==> config.mk <==
export PLATFORM = sky130hd
export DESIGN_NAME = sobel_queue
export DESIGN_NICKNAME = d
export VERILOG_FILES = /design/src/rtl/sobel_edge_threshold_macros.svh /design/src/rtl/sobel_queue.sv
export SDC_FILE = /design/constraint.sdc
export NUM_CORES = 1
export LEC_CHECK = 0
export ABC_CLOCK_PERIOD_IN_PS = 1700
export BUFFER_PORTS_ARGS = -buffer_cell sky130_fd_sc_hd__buf_2
export CORE_UTILIZATION = 30
export DETAILED_ROUTE_END_ITERATION = 8
export GPL_TIMING_DRIVEN = 0
export PLACE_DENSITY_LB_ADDON = 0.25
export SLEW_MARGIN = 20
export SYNTH_ARGS = -nofsm -noshare
export SYNTH_HDL_FRONTEND = slang
export SYNTH_SLANG_ARGS = --single-unit
==> constraint.sdc <==
create_clock -name clk -period 1.7 [get_ports clk]
set_clock_uncertainty 0.05 [all_clocks]
set_input_delay 0.255 -clock clk [delete_from_list [all_inputs] [get_ports clk]]
set_output_delay 0.255 -clock clk [all_outputs]
set_load 0.1 [all_outputs]
==> src/rtl/sobel_edge_threshold_macros.svh <==
// ----------------------------------------------------------------------------
// sobel edge threshold assertion macros
// concurrent assertion forms, empty when SYNTH is defined
// ----------------------------------------------------------------------------
`ifndef SOBEL_EDGE_THRESHOLD_MACROS_SVH
`define SOBEL_EDGE_THRESHOLD_MACROS_SVH

`ifndef SYNTH
// condition on one cycle implies consequence on the same cycle
`define SOBEL_ASSERT_IMP(label, ante, cons, msg) \
  label: assert property (@(posedge clk) disable iff (!rst_n) (ante) |-> (cons)) \
    else $error(msg);
// condition on one cycle implies consequence on the next cycle
`define SOBEL_ASSERT_NEXT(label, ante, cons, msg) \
  label: assert property (@(posedge clk) disable iff (!rst_n) (ante) |=> (cons)) \
    else $error(msg);
`else
`define SOBEL_ASSERT_IMP(label, ante, cons, msg)
`define SOBEL_ASSERT_NEXT(label, ante, cons, msg)
`endif

`endif

==> src/rtl/sobel_queue.sv <==
`timescale 1ns / 1ps
// ----------------------------------------------------------------------------
// sobel_queue
// small job queue between the front and back parts
// ----------------------------------------------------------------------------
module sobel_queue #(
  parameter int DW    = 8,
  parameter int DEPTH = 2
) (
  input  logic          clk,
  input  logic          rst_n,
  input  logic          push,
  input  logic [DW-1:0] push_data,
  output logic          push_ready,
  input  logic          pop,
  output logic          pop_valid,
  output logic [DW-1:0] pop_data
);
  localparam int PW = (DEPTH > 1) ? $clog2(DEPTH) : 1;
  localparam int NW = $clog2(DEPTH + 1);

  logic [DW-1:0] mem [DEPTH];
  logic [PW-1:0] wr_ptr_r, rd_ptr_r;
  logic [NW-1:0] count_r;
  logic          do_push, do_pop;

  assign push_ready = (count_r != NW'(DEPTH));
  assign pop_valid  = (count_r != '0);
  assign pop_data   = mem[rd_ptr_r];
  assign do_push    = push && push_ready;
  assign do_pop     = pop && pop_valid;

  // storage
  always_ff @(posedge clk) begin
    if (do_push) begin
      mem[wr_ptr_r] <= push_data;
    end
  end

  // pointers and fill count
  always_ff @(posedge clk) begin
    if (!rst_n) begin
      wr_ptr_r <= '0;
      rd_ptr_r <= '0;
      count_r  <= '0;
    end else begin
      if (do_push) begin
        wr_ptr_r <= (wr_ptr_r == PW'(DEPTH - 1)) ? '0 : wr_ptr_r + 1'b1;
      end
      if (do_pop) begin
        rd_ptr_r <= (rd_ptr_r == PW'(DEPTH - 1)) ? '0 : rd_ptr_r + 1'b1;
      end
      if (do_push && !do_pop) begin
        count_r <= count_r + 1'b1;
      end else if (do_pop && !do_push) begin
        count_r <= count_r - 1'b1;
      end
    end
  end
endmodule

==> flow_summary_export.csv <==
group,metric,value,unit
layout,num-fill-cells,250,
yosys,synth-edff-count,16,
hold_path,holdPathEnd,"mem[0][5]$_DFFE_PP_",
worst_setup_path,timing.rr.start,"count_r[1]$_SDFFE_PN0P_",
floorplanning,rows,18,
yosys,synthMostInstantiatedCell,"edfxtp_1",
yosys,synth_seq_area_share,0.717,
routing,wl_met2,591,um
clock_tree,htree_num_levels,1,
routing,vias,467,
clock_tree,clock-sinks,21,
routing,routed-wl-met3,72,um
routing,drc,0,
yosys,synth_xor_area_frac,0.0325,
routing,antenna_left,0,
yosys,ys_seq_elements,21,
global_routing,grt_pass1_wl,1830,um
timing,drv_slew,0,
layout,antenna_cells,0,
worst_setup_path,startpoint_type,"flop",
timing,finalCriticalPeriod,1.63,ns
yosys,ys.flop_type,"edfxtp_1",
yosys,synth.area.mux_share,0.111,
worst_setup_path,arrival,1.33,ns
yosys,synth_simple_gate_area_frac,0.0711,
hold_path,hp-start,"push_data[5]",
yosys,syn_area_per_cell,16.2,um^2
global_routing,grt_pass1_vias,450,
yosys,synth_warnings,0,
hold_path,min_delay_path_depth,1,
worst_setup_path,crit_cells,3,
yosys,ys_types,17,
yosys,async_flop_share,0,
timing,worst_pin_slew,0.485,ns
yosys,synth_area_leader_cell,"edfxtp_1",
worst_setup_path,critPathMaxFanout,8,
floorplanning,die_w,53.9,um
clock_tree,path_clk_slew,0.11,ns
global_routing,antenna_found_initial,0,
yosys,yosysTopAreaCellShare,0.594,
clock_tree,cts_root_buffer,"clkbuf_4",
layout,drive_gt1_frac,0.520,
timing,layout_worst_path_cycle_share,0.960,
clock_tree,cts_buffers,3,
yosys,synthCells,50,
floorplanning,start_util,0.321,
worst_setup_path,crit_slowest_cell,"mux2_2",
floorplanning,die_area,2910,um^2
clock_tree,cts_tree,"yes",
layout,fin_nets,89,
timing,rsz0062_at_grt,"false",
worst_setup_path,reg2reg_setup_slack,0.14,ns
layout,stdcell_count,105,
worst_setup_path,rr_worst_depth,4,
timing,fin_tns_setup,0,ns
routing,drtIter0Drc,0,
worst_setup_path,crit_buf_inv,2,
floorplanning,die_h,53.9,um
worst_setup_path,end_kind,"output pin",
timing,hold_ws,0.0929,ns
routing,drt_wl_total,1220,um
timing,slew-limit-headroom,0.679,
clock_tree,clock_tree.buffer_depth,2,
global_routing,grt_max_degree,12,
yosys,synth_top_family_by_area,"multiplexers",
yosys,syn_area,810,um^2
run,maxCapViolations,0,
global_routing,grt_usage,0.0945,
placement,place_inst,101,
layout,syn_to_final_growth,29.4,%
hold_path,hold_class,"input port to flop",
yosys,synthAdderAreaFrac,0.0155,
worst_setup_path,critPathKind,"flop to output pin",
worst_setup_path,crit_path_cell_trace,"buf_4 -> mux2_2 -> buf_6",
yosys,synthTopCellsByArea,"edfxtp_1, dfxtp_1, mux2_2",
placement,dpl.hpwl,872,um
yosys,synth-compound-area-share,0.0371,
worst_setup_path,crit_required,1.39,ns
routing,top_layer,"met4",
routing,post_drt_wl_per_cell,11.6,um
worst_setup_path,r2r_end,"count_r[1]$_SDFFE_PN0P_",
status,status,"completed",
timing,setup_viol_count_final,0,
timing,max_freq,613,MHz
timing,timing.final.hold_violations,0,
placement,port_buffers,21,
worst_setup_path,crit_family,"multiplexers",
clock_tree,clk_latency,0.29,ns
global_routing,gr-total-overflow,0,
yosys,synth_common_cells,"edfxtp_1, mux2_2, dfxtp_1",
routing,viasPerCell,4.45,
yosys,syn_nets,63,
routing,firstDrtPassIters,1,
floorplanning,io_pins,22,
floorplanning,core-area,2520,um^2
placement,gp_congestion,0.659,
routing,wl_met1,544,um
worst_setup_path,cpPeakStageDelay,0.36,ns
==> cell type report <==
cell class | instances | area [um^2] | share of cell area
flip-flops and latches | 21 | 582 | 0.556
multi-input cells | 26 | 231 | 0.221
repair buffers | 21 | 155 | 0.148
well taps | 30 | 37.5 | 0.0358
clock buffers | 4 | 26.3 | 0.0251
plain buffers | 1 | 7.51 | 0.00717
inverters | 2 | 7.51 | 0.00717
==> metal layers <==
metal / GRT usage / up-vias
met1: 0.108 / 216
met3: 0.0282 / 2
met4: 0.0658 / 0
met5: 0 / -
met2: 0.150 / 15
li1: - / 234
==> worst reg2reg max path, stage by stage (launching register included) <==
cell	delay [ns]
dfxtp_1	0.38
o21ai_1	0.31
ha_4	0.27
or3_1	0.36
a21oi_1	0.14
==> cell families (layout without fill, tap and decap cells) <==
logic type,count (synthesis),in the layout
flops,21,21
simple gates,9,9
mux,8,8
compound gates,5,5
xor+xnor,3,3
buf+inv,3,28
fa+ha+maj,1,1
==> through the flow <==
| step | setup WS [ns] | util | instance area [um^2] |
|---|---|---|---|
| floorplan | 0.0225 | - | 826 |
| global placement | 0.0295 | 0.384 | 968 |
| detailed placement | 0.00505 | 0.384 | 968 |
| CTS | 0.00227 | 0.403 | 1020 |
| global route | 0.0104 | 0.415 | 1050 |
| finish | 0.0683 | 0.415 | 1050 |
==> sequential cells by signal (all words and copies together) (netlist names), named ones only <==
register  count
wr_ptr_r      1
rd_ptr_r      1
mem          16
count_r       2
==> worst max path at each step <==
| stage | start | end |
|---|---|---|
| 2_1_floorplan | count_r[0]$_SDFFE_PN0P_ | count_r[1]$_SDFFE_PN0P_ |
| 3_3_place_gp | count_r[1]$_SDFFE_PN0P_ | count_r[1]$_SDFFE_PN0P_ |
| 3_5_place_dp | count_r[1]$_SDFFE_PN0P_ | count_r[1]$_SDFFE_PN0P_ |
| 4_1_cts | flop | pop_data[7] |
| 5_1_grt | flop | pop_data[7] |
| 6_report | flop | pop_data[7] |
==> what timing repair did <==
item / 4_1_cts / 5_1_grt
hold buffers: 0 / 0
resized for setup: 10 / 8
cloned: 0 / 0
buffers inserted: 0 / 0
endpoints found under the setup margin: 9 / 8
endpoints found under the hold margin: 0 / 0
==> cells in the final DEF, fill, tap and decap left out, drive strengths merged <==
cell type and n:
a21bo 1, a21oi 2, and2 1, and3 1, buf 22, clkbuf 4, dfxtp 5, edfxtp 16
ha 1, inv 2, mux2 8, nand2b 1, nand3b 1, nor2 3, o21ai 2, or2 1
or3 1, xor2 3
Power is not shown: default switching activity piles up to over one toggle a cycle in this logic, so the estimate is an artifact.
