## config.mk

```make
export PLATFORM = sky130hd
export DESIGN_NAME = sobel_back_flat
export DESIGN_NICKNAME = d
export VERILOG_FILES = /design/src/rtl/sobel_edge_threshold_macros.svh /design/src/rtl/sobel_pkg.sv /design/src/rtl/res_if.sv /design/src/rtl/sobel_back.sv /design/src/flat_wrapper.sv
export SDC_FILE = /design/constraint.sdc
export NUM_CORES = 2
export LEC_CHECK = 0
export ABC_AREA = 1
export BUFFER_PORTS_ARGS = -buffer_cell sky130_fd_sc_hd__buf_4
export CORE_ASPECT_RATIO = 0.8
export CORE_MARGIN = 3
export CORE_UTILIZATION = 60
export DETAILED_ROUTE_END_ITERATION = 8
export GPL_ROUTABILITY_DRIVEN = 0
export PLACE_DENSITY = 0.77
export SLEW_MARGIN = 30
export SYNTH_ARGS = -nofsm -noshare
export SYNTH_HDL_FRONTEND = slang
export SYNTH_SLANG_ARGS = --single-unit
```

## constraint.sdc

```tcl
create_clock -name clk -period 8.2 [get_ports clk]
set_input_delay 0.41 -clock clk [delete_from_list [all_inputs] [get_ports clk]]
set_output_delay 0.41 -clock clk [all_outputs]
set_load 0.02 [all_outputs]
```

## src/rtl/sobel_edge_threshold_macros.svh

```systemverilog
// ----------------------------------------------------------------------------
// sobel edge threshold assertion macros
// concurrent assertion forms, empty when SYNTH is defined
// ----------------------------------------------------------------------------
`ifndef SOBEL_EDGE_THRESHOLD_MACROS_SVH
`define SOBEL_EDGE_THRESHOLD_MACROS_SVH

`ifndef SYNTH
// condition on one cycle implies consequence on the same cycle
`define SOBEL_ASSERT_IMP(label, ante, cons, msg) \
  label: assert property (@(posedge clk) disable iff (!rst_n) (ante) |-> (cons)) \
    else $error(msg);
// condition on one cycle implies consequence on the next cycle
`define SOBEL_ASSERT_NEXT(label, ante, cons, msg) \
  label: assert property (@(posedge clk) disable iff (!rst_n) (ante) |=> (cons)) \
    else $error(msg);
`else
`define SOBEL_ASSERT_IMP(label, ante, cons, msg)
`define SOBEL_ASSERT_NEXT(label, ante, cons, msg)
`endif

`endif

```

## src/rtl/sobel_pkg.sv

```systemverilog
`timescale 1ns / 1ps
// ----------------------------------------------------------------------------
// sobel_pkg
// types and constants shared by the sobel edge threshold block
// ----------------------------------------------------------------------------
package sobel_pkg;

  localparam int PIX_W      = 8;
  localparam int CFG_IDX_W  = 4;
  localparam int CFG_DATA_W = 32;

  // register indexes
  localparam logic [CFG_IDX_W-1:0] REG_FRAME_WIDTH    = 4'd0;
  localparam logic [CFG_IDX_W-1:0] REG_FRAME_HEIGHT   = 4'd1;
  localparam logic [CFG_IDX_W-1:0] REG_EDGE_THRESHOLD = 4'd2;
  localparam logic [CFG_IDX_W-1:0] REG_GAIN           = 4'd3;

  // arithmetic widths
  localparam int GRAD_W   = 11;
  localparam int SUMSQ_W  = 21;
  localparam int RAD_W    = 38;
  localparam int ROOT_W   = 19;
  localparam int REM_W    = 22;
  localparam int GAIN_W   = 16;
  localparam int THR_W    = 20;
  localparam int PROD_W   = ROOT_W + GAIN_W;
  localparam int SCALED_W = PROD_W - 8;

  // window pixels, index row*3 + column
  typedef logic [8:0][PIX_W-1:0] pix_win_t;

  // which results an item causes
  typedef struct packed {
    logic corner;
    logic bottom;
    logic right;
    logic main;
    logic interior;
  } job_flags_t;

  localparam int JOB_FLAGS_W = $bits(job_flags_t);

  typedef enum logic [1:0] {
    F_IDLE,
    F_EXEC,
    F_WAIT
  } front_state_t;

  typedef enum logic [2:0] {
    B_IDLE,
    B_GRAD,
    B_SQR,
    B_ROOT,
    B_MUL,
    B_THR,
    B_EMIT
  } back_state_t;

endpackage

```

## src/rtl/res_if.sv

```systemverilog
`timescale 1ns / 1ps
// ----------------------------------------------------------------------------
// res_if
// edge result channel with valid and ready
// ----------------------------------------------------------------------------
interface res_if #(
  parameter int CW = 11,
  parameter int RW = 12
);
  logic          valid;
  logic          ready;
  logic [CW-1:0] out_col;
  logic [RW-1:0] out_row;
  logic [7:0]    edge_value;
  logic          last_of_run;
  logic          frame_done;

  modport source (output valid, output out_col, output out_row, output edge_value,
                  output last_of_run, output frame_done, input ready);
  modport sink (input valid, input out_col, input out_row, input edge_value,
                input last_of_run, input frame_done, output ready);
endinterface

```

## src/rtl/sobel_back.sv

```systemverilog
`timescale 1ns / 1ps
// ----------------------------------------------------------------------------
// sobel_back
// gradient, bit-serial square root, gain, threshold and result emission
// ----------------------------------------------------------------------------
module sobel_back #(
  parameter int CW = 11,
  parameter int RW = 12
) (
  input  logic                          clk,
  input  logic                          rst_n,
  input  logic                          pop_valid,
  input  sobel_pkg::job_flags_t         pop_flags,
  input  sobel_pkg::pix_win_t           pop_win,
  input  logic [CW-1:0]                 pop_col,
  input  logic [RW-1:0]                 pop_row,
  output logic                          pop,
  input  logic [CW-1:0]                 wm1,
  input  logic [RW-1:0]                 hm1,
  input  logic [sobel_pkg::GAIN_W-1:0]  gain,
  input  logic [sobel_pkg::THR_W-1:0]   thr,
  res_if.source                         out_ch
);
  import sobel_pkg::*;

  back_state_t               state_r, state_nxt;
  job_flags_t                flags_r;
  pix_win_t                  win_r;
  logic [CW-1:0]             col_r;
  logic [RW-1:0]             row_r;
  logic [3:0]                pend_r, pick, rest;
  logic signed [GRAD_W-1:0]  gx, gy, gx_r, gy_r;
  logic signed [SUMSQ_W-1:0] gx_sq, gy_sq;
  logic [SUMSQ_W-1:0]        sumsq;
  logic [RAD_W-1:0]          rad_r;
  logic [REM_W-1:0]          rem_r, rem_sh, trial;
  logic [ROOT_W-1:0]         root_r;
  logic [4:0]                step_r;
  logic [PROD_W-1:0]         prod;
  logic [SCALED_W-1:0]       scaled_r;
  logic [PIX_W-1:0]          value_r;
  logic                      out_valid_r, out_free, emit;

  function automatic logic signed [GRAD_W-1:0] diff(input logic [PIX_W-1:0] a,
                                                     input logic [PIX_W-1:0] b);
    diff = $signed({3'b000, a}) - $signed({3'b000, b});
  endfunction

  // kernels over the window
  assign gx = diff(win_r[6], win_r[0]) + (diff(win_r[7], win_r[1]) <<< 1) +
              diff(win_r[8], win_r[2]);
  assign gy = diff(win_r[2], win_r[0]) + (diff(win_r[5], win_r[3]) <<< 1) +
              diff(win_r[8], win_r[6]);

  // squares at full width, each at most 1020 squared
  assign gx_sq = gx_r * gx_r;
  assign gy_sq = gy_r * gy_r;
  assign sumsq = $unsigned(gx_sq) + $unsigned(gy_sq);

  // one root bit per step
  assign rem_sh = {rem_r[REM_W-3:0], rad_r[RAD_W-1 -: 2]};
  assign trial  = {1'b0, root_r, 2'b01};

  assign prod = PROD_W'(root_r) * PROD_W'(gain);

  // lowest pending result goes first
  always_comb begin
    pick = 4'b0000;
    priority if (pend_r[0]) pick = 4'b0001;
    else if (pend_r[1]) pick = 4'b0010;
    else if (pend_r[2]) pick = 4'b0100;
    else if (pend_r[3]) pick = 4'b1000;
    else pick = 4'b0000;
  end
  assign rest     = pend_r & ~pick;
  assign out_free = !out_valid_r || out_ch.ready;

  // sequencer
  always_comb begin
    state_nxt = state_r;
    pop       = 1'b0;
    emit      = 1'b0;
    unique case (state_r)
      B_IDLE: begin
        if (pop_valid) begin
          pop       = 1'b1;
          state_nxt = pop_flags.interior ? B_GRAD : B_EMIT;
        end
      end
      B_GRAD: state_nxt = B_SQR;
      B_SQR:  state_nxt = B_ROOT;
      B_ROOT: begin
        if (step_r == 5'(ROOT_W - 1)) begin
          state_nxt = B_MUL;
        end
      end
      B_MUL:  state_nxt = B_THR;
      B_THR:  state_nxt = B_EMIT;
      B_EMIT: begin
        if (out_free) begin
          emit = 1'b1;
          if (rest == 4'b0000) begin
            state_nxt = B_IDLE;
          end
        end
      end
      default: state_nxt = B_IDLE;
    endcase
  end

  always_ff @(posedge clk) begin
    if (!rst_n) begin
      state_r <= B_IDLE;
    end else begin
      state_r <= state_nxt;
    end
  end

  // job latch and arithmetic datapath
  always_ff @(posedge clk) begin
    if (pop) begin
      flags_r <= pop_flags;
      win_r   <= pop_win;
      col_r   <= pop_col;
      row_r   <= pop_row;
      value_r <= '0;
    end
    if (state_r == B_GRAD) begin
      gx_r <= gx;
      gy_r <= gy;
    end
    if (state_r == B_SQR) begin
      rad_r  <= {1'b0, sumsq, 16'b0};
      rem_r  <= '0;
      root_r <= '0;
      step_r <= '0;
    end
    if (state_r == B_ROOT) begin
      rad_r  <= {rad_r[RAD_W-3:0], 2'b00};
      step_r <= step_r + 1'b1;
      if (rem_sh >= trial) begin
        rem_r  <= rem_sh - trial;
        root_r <= {root_r[ROOT_W-2:0], 1'b1};
      end else begin
        rem_r  <= rem_sh;
        root_r <= {root_r[ROOT_W-2:0], 1'b0};
      end
    end
    if (state_r == B_MUL) begin
      scaled_r <= prod[PROD_W-1:8];
    end
    if (state_r == B_THR) begin
      if (scaled_r < SCALED_W'(thr)) begin
        value_r <= '0;
      end else if (scaled_r[SCALED_W-1:16] != '0) begin
        value_r <= 8'hff;
      end else begin
        value_r <= scaled_r[15:8];
      end
    end
  end

  // pending results
  always_ff @(posedge clk) begin
    if (!rst_n) begin
      pend_r <= '0;
    end else if (pop) begin
      pend_r <= {pop_flags.corner, pop_flags.bottom, pop_flags.right, pop_flags.main};
    end else if (emit) begin
      pend_r <= rest;
    end
  end

  // output register
  always_ff @(posedge clk) begin
    if (!rst_n) begin
      out_valid_r <= 1'b0;
    end else if (emit) begin
      out_valid_r <= 1'b1;
    end else if (out_ch.ready) begin
      out_valid_r <= 1'b0;
    end
  end

  always_ff @(posedge clk) begin
    if (emit) begin
      out_ch.last_of_run <= (rest == 4'b0000);
      out_ch.frame_done  <= pick[3];
      out_ch.edge_value  <= (pick[0] && flags_r.interior) ? value_r : '0;
      out_ch.out_col     <= (pick[1] || pick[3]) ? wm1 : col_r;
      out_ch.out_row     <= (pick[2] || pick[3]) ? hm1 : row_r;
    end
  end

  assign out_ch.valid = out_valid_r;
endmodule

```

## src/flat_wrapper.sv

```systemverilog
// flat-port wrapper written by rule: the top's interface ports become plain ports
module sobel_back_flat import sobel_pkg::*;
#(
  parameter int CW = 11,
  parameter int RW = 12
)
  (clk, rst_n, pop_valid, pop_flags, pop_win, pop_col, pop_row, pop, wm1, hm1, gain, thr, out_ch_valid, out_ch_out_col, out_ch_out_row, out_ch_edge_value, out_ch_last_of_run, out_ch_frame_done, out_ch_ready);
  res_if #(.CW(CW), .RW(RW)) out_ch_i ();
  input  logic clk;
  input  logic rst_n;
  input  logic pop_valid;
  input  sobel_pkg::job_flags_t pop_flags;
  input  sobel_pkg::pix_win_t pop_win;
  input  logic [CW-1:0] pop_col;
  input  logic [RW-1:0] pop_row;
  output logic pop;
  input  logic [CW-1:0] wm1;
  input  logic [RW-1:0] hm1;
  input  logic [sobel_pkg::GAIN_W-1:0] gain;
  input  logic [sobel_pkg::THR_W-1:0] thr;
  output wire logic [$bits(out_ch_i.valid)-1:0] out_ch_valid;
  output wire logic [$bits(out_ch_i.out_col)-1:0] out_ch_out_col;
  output wire logic [$bits(out_ch_i.out_row)-1:0] out_ch_out_row;
  output wire logic [$bits(out_ch_i.edge_value)-1:0] out_ch_edge_value;
  output wire logic [$bits(out_ch_i.last_of_run)-1:0] out_ch_last_of_run;
  output wire logic [$bits(out_ch_i.frame_done)-1:0] out_ch_frame_done;
  input wire logic [$bits(out_ch_i.ready)-1:0] out_ch_ready;
  assign out_ch_valid = out_ch_i.valid;
  assign out_ch_out_col = out_ch_i.out_col;
  assign out_ch_out_row = out_ch_i.out_row;
  assign out_ch_edge_value = out_ch_i.edge_value;
  assign out_ch_last_of_run = out_ch_i.last_of_run;
  assign out_ch_frame_done = out_ch_i.frame_done;
  assign out_ch_i.ready = out_ch_ready;
  sobel_back #(.CW(CW), .RW(RW)) u_core (.clk(clk), .rst_n(rst_n), .pop_valid(pop_valid), .pop_flags(pop_flags), .pop_win(pop_win), .pop_col(pop_col), .pop_row(pop_row), .pop(pop), .wm1(wm1), .hm1(hm1), .gain(gain), .thr(thr), .out_ch(out_ch_i));
endmodule
```

==> metrics.md <==
| Metric | Value |
|---|---|
| Syn avg cell area | `around 8.6 um^2` |
| XOR/XNOR Fraction of Synth Area | `between 2 and 3%` |
| Vias/cell | `5.26` |
| Worst path max stage delay | `just under 700 ps` |
| Reg clk slew, reported paths | `approximately 70 ps` |
| Top-Level Pins | `198` |
| DIE AREA | `slightly below 60,000 um^2` |
| Cell mode on critical path | `fa_1` |
| Setup crit end kind | `flop` |
| Arrival time at the worst endpoint | `7390 ps` |
| Post-CTS sizing | `0` |
| Filler instances | `4,211` |
| DR DRC count | `0` |
| Yosys cell types | `50` |
| GRT Overall Usage | `28.2%` |
| Final period utilization | `about 86%` |
| Setup repair bufs after CTS | `0` |
| Slowest-stage cell, CP | `edfxtp_1` |
| Post-synthesis net count | `4,759` |
| Maximum number of pins on one net before global-route repair | `69` |
| Fin crit period | `slightly above 7000 ps` |
| Die Wd | `around 270 um` |
| Crit-path cells | `clkinv_1 > or2_2 > fa_1 > inv_1 > fa_1 > inv_1 > fa_1 > inv_1 > fa_1 > fa_1 > inv_1 > fa_1 > fa_1 > inv_1 > ha_1 > nand2_1 > nor3_1 > inv_1 > o211ai_1 > nand3_1 > nand3_1 > nand2_1` |
| Placed wire-length estimate | `approximately 60 mm` |
| CP Class | `reg -> reg` |
| Core ar. | `around 54,000 um^2` |
| Startpoint Class | `flop` |
| Max Root-Sink Buffers | `3` |
| Status | `finished, final reports clean` |
| Die Y | `around 220 um` |
| Peak fanout along the critical path | `13` |
| Clk sinks | `between 200 and 300` |
| H-tree depth | `1` |
| Setup tns final | `0 ps` |
| Skew-Pair Late Insertion Delay | `a little under 600 ps` |
| Fin Hold WS | `23.8 ps` |
| Clock Skew | `roughly 24 ps` |
| Routed Antenna Nets | `0` |
| Synth Cell Area | `32,900 um^2` |
| Grt total ovfl | `0` |
| WL/cell | `roughly 16 um` |
| Synth Register Bits | `about 250` |
| Area growth syn-to-layout | `11.1%` |
| # rows | `76` |
| Synth Area in Compound Gates | `4.76%` |
| Gate Count Post-Synth | `3,816` |
| Total Nets Final | `4,964` |
| Total Wirelength | `78.2 mm` |
| Yosys warnings | `0` |
| TritonCTS buffer count | `26` |
| CTS tree | `yes` |
| Fmax achieved | `around 0.14 GHz` |
| Initial antenna violation count | `7` |
| Seq/Total Area, Yosys | `a little under a quarter` |
| Worst slew pin tran | `roughly 910 ps` |
| Simple-Gate Fraction of Synth Area | `14.6%` |
| CP delay by family, top | `adder cells` |
| First-pass GRT wire length | `roughly 130 mm` |
| Main combinational cell family by area after synthesis | `adder cells` |
| RSZ-0062 raised after global routing | `false` |
| Post-synthesis adder-cell area fraction | `slightly above 40%` |
| Max-Slew Margin vs Limit | `39.6%` |
| Buf/Inv on CP | `7` |
| Pre-antenna DRT Iters | `5` |
| Initial core utilization | `about three fifths` |
| Fin. Hold Viols | `0` |
| Multiplexer share of the synthesized area | `less than 1%` |
| Final setup vio count | `0` |
| Share of layout cells above drive strength 1 | `roughly 7.5%` |
| Iteration-0 DRC Markers | `1,920` |
| Vias in the first global route | `approximately 26,000` |
| Fin. max-slew vios | `0` |
| Max Cap Violations | `0` |
| Worst min path class | `in -> reg` |
| Clock root cell | `clkbuf_16` |
| CP required | `between 8000 and 9000 ps` |
| DR vias | `about 25,000` |
| Buffers on Ports | `189` |
## registers in the layout (all words and copies together), names as in the netlist, 12 cells and up
name and count:
u_core.out_ch.out_row 12, u_core.rad_r 22, u_core.rem_r 20, u_core.scaled_r 27, u_core.win_r 64, u_core.root_r 19, u_core.row_r 12
## cell usage in the layout, fill, tap and decap left out, types with 10 or more instances in the layout
cell | netlist | final
buf_4 | 4 | 199
a31oi_1 | 18 | 18
o21bai_1 | 13 | 13
a21o_1 | 10 | 10
nand2_2 | 12 | 12
ha_1 | 292 | 292
clkinv_1 | 2 | 12
edfxtp_1 | 244 | 244
xnor2_1 | 37 | 37
inv_1 | 1071 | 1071
nand4_1 | 14 | 14
fa_1 | 488 | 488
clkbuf_16 | 0 | 26
a21oi_1 | 132 | 132
xor2_1 | 67 | 67
dlygate4sd3_1 | 0 | 85
nand2_1 | 834 | 834
nor3_1 | 19 | 17
nand3_1 | 83 | 83
mux2_2 | 23 | 23
nor2_1 | 202 | 198
o21ai_0 | 73 | 72
## layer usage
layer	wire (um)	global-route usage (%)	share of wire, %	vias up
li1	-	-	-	11800
met1	33400	39.9	43	12000
met2	35600	45.0	45	983
met3	7040	5.56	9.0	164
met4	2190	7.23	2.8	6
met5	29	0	0.037	-
## metrics by stage
stage	setup slack (ps)	instances	util (%)	cell area [um^2]
2_1_floorplan	1810	3816	-	32900
3_3_place_gp	1220	4610	64.5	34900
3_5_place_dp	1210	4610	64.5	34900
4_1_cts	1190	4742	67.6	36600
5_1_grt	659	4746	67.7	36600
6_report	1140	4746	67.7	36600
## Yosys cell counts (all sizes together)
master | count | area share, %
nand4 | 15 | 0.33
nand3 | 83 | 1.3
o211ai | 4 | 0.091
o221ai | 2 | 0.053
o21a | 9 | 0.21
a21boi | 1 | 0.023
or2 | 8 | 0.15
buf | 14 | 0.27
nor4 | 7 | 0.13
a21oi | 133 | 2.0
xor2 | 67 | 1.8
a31oi | 18 | 0.34
nand3b | 4 | 0.091
nor3 | 21 | 0.37
o21bai | 14 | 0.33
o21ai | 79 | 1.3
fa | 488 | 30
edfxtp | 244 | 22
nor2 | 207 | 2.4
dfxtp | 8 | 0.49
mux2 | 23 | 0.79
o2111ai | 2 | 0.053
ha | 292 | 11
a211oi | 1 | 0.023
a31o | 1 | 0.027
and3 | 3 | 0.057
inv | 1073 | 12
nand2 | 849 | 9.8
a21o | 10 | 0.23
clkinv | 2 | 0.023
clkbuf | 93 | 1.1
o31ai | 4 | 0.091
xnor2 | 37 | 0.98
## final timing paths
kind,from,end,slack [ps],depth (start not counted)
max,u_core.gy_r[10]$_DFFE_PP_,u_core.rad_r[36]$_DFFE_PP_,1140,22
min,pop_col[1],u_core.col_r[1]$_DFFE_PP_,20,1
min reg2reg,u_core.rad_r[18]$_DFFE_PP_,u_core.rad_r[20]$_DFFE_PP_,510,2
max reg2reg,u_core.gy_r[10]$_DFFE_PP_,u_core.rad_r[36]$_DFFE_PP_,1140,22
## area by class of cell
type,count,area (um^2),share of cell area [%]
clock inverter,19,174,0.475
inverter,1075,4040,11.0
multi-input combinational,2382,21000,57.4
sequential,252,7490,20.5
clock buffer,28,658,1.80
antenna,4,10.0,0.0273
tap,702,878,2.40
timing repair buffer,284,2340,6.40
## kinds of logic after synthesis
family | Yosys count
flip-flops | 252
AO/OA/AOI/OAI | 278
adder cells (fa/ha/maj) | 780
AND/OR/NAND/NOR | 1197
multiplexers | 23
buffers and inverters | 1182
XOR/XNOR | 104
## what timing repair did
item                       in CTS  in global routing
hold endpoints to repair       85                  0
hold buffers                   85                  0
setup endpoints to repair       0                  0
Power is not shown: default switching activity piles up to over one toggle a cycle in this logic, so the estimate is an artifact.
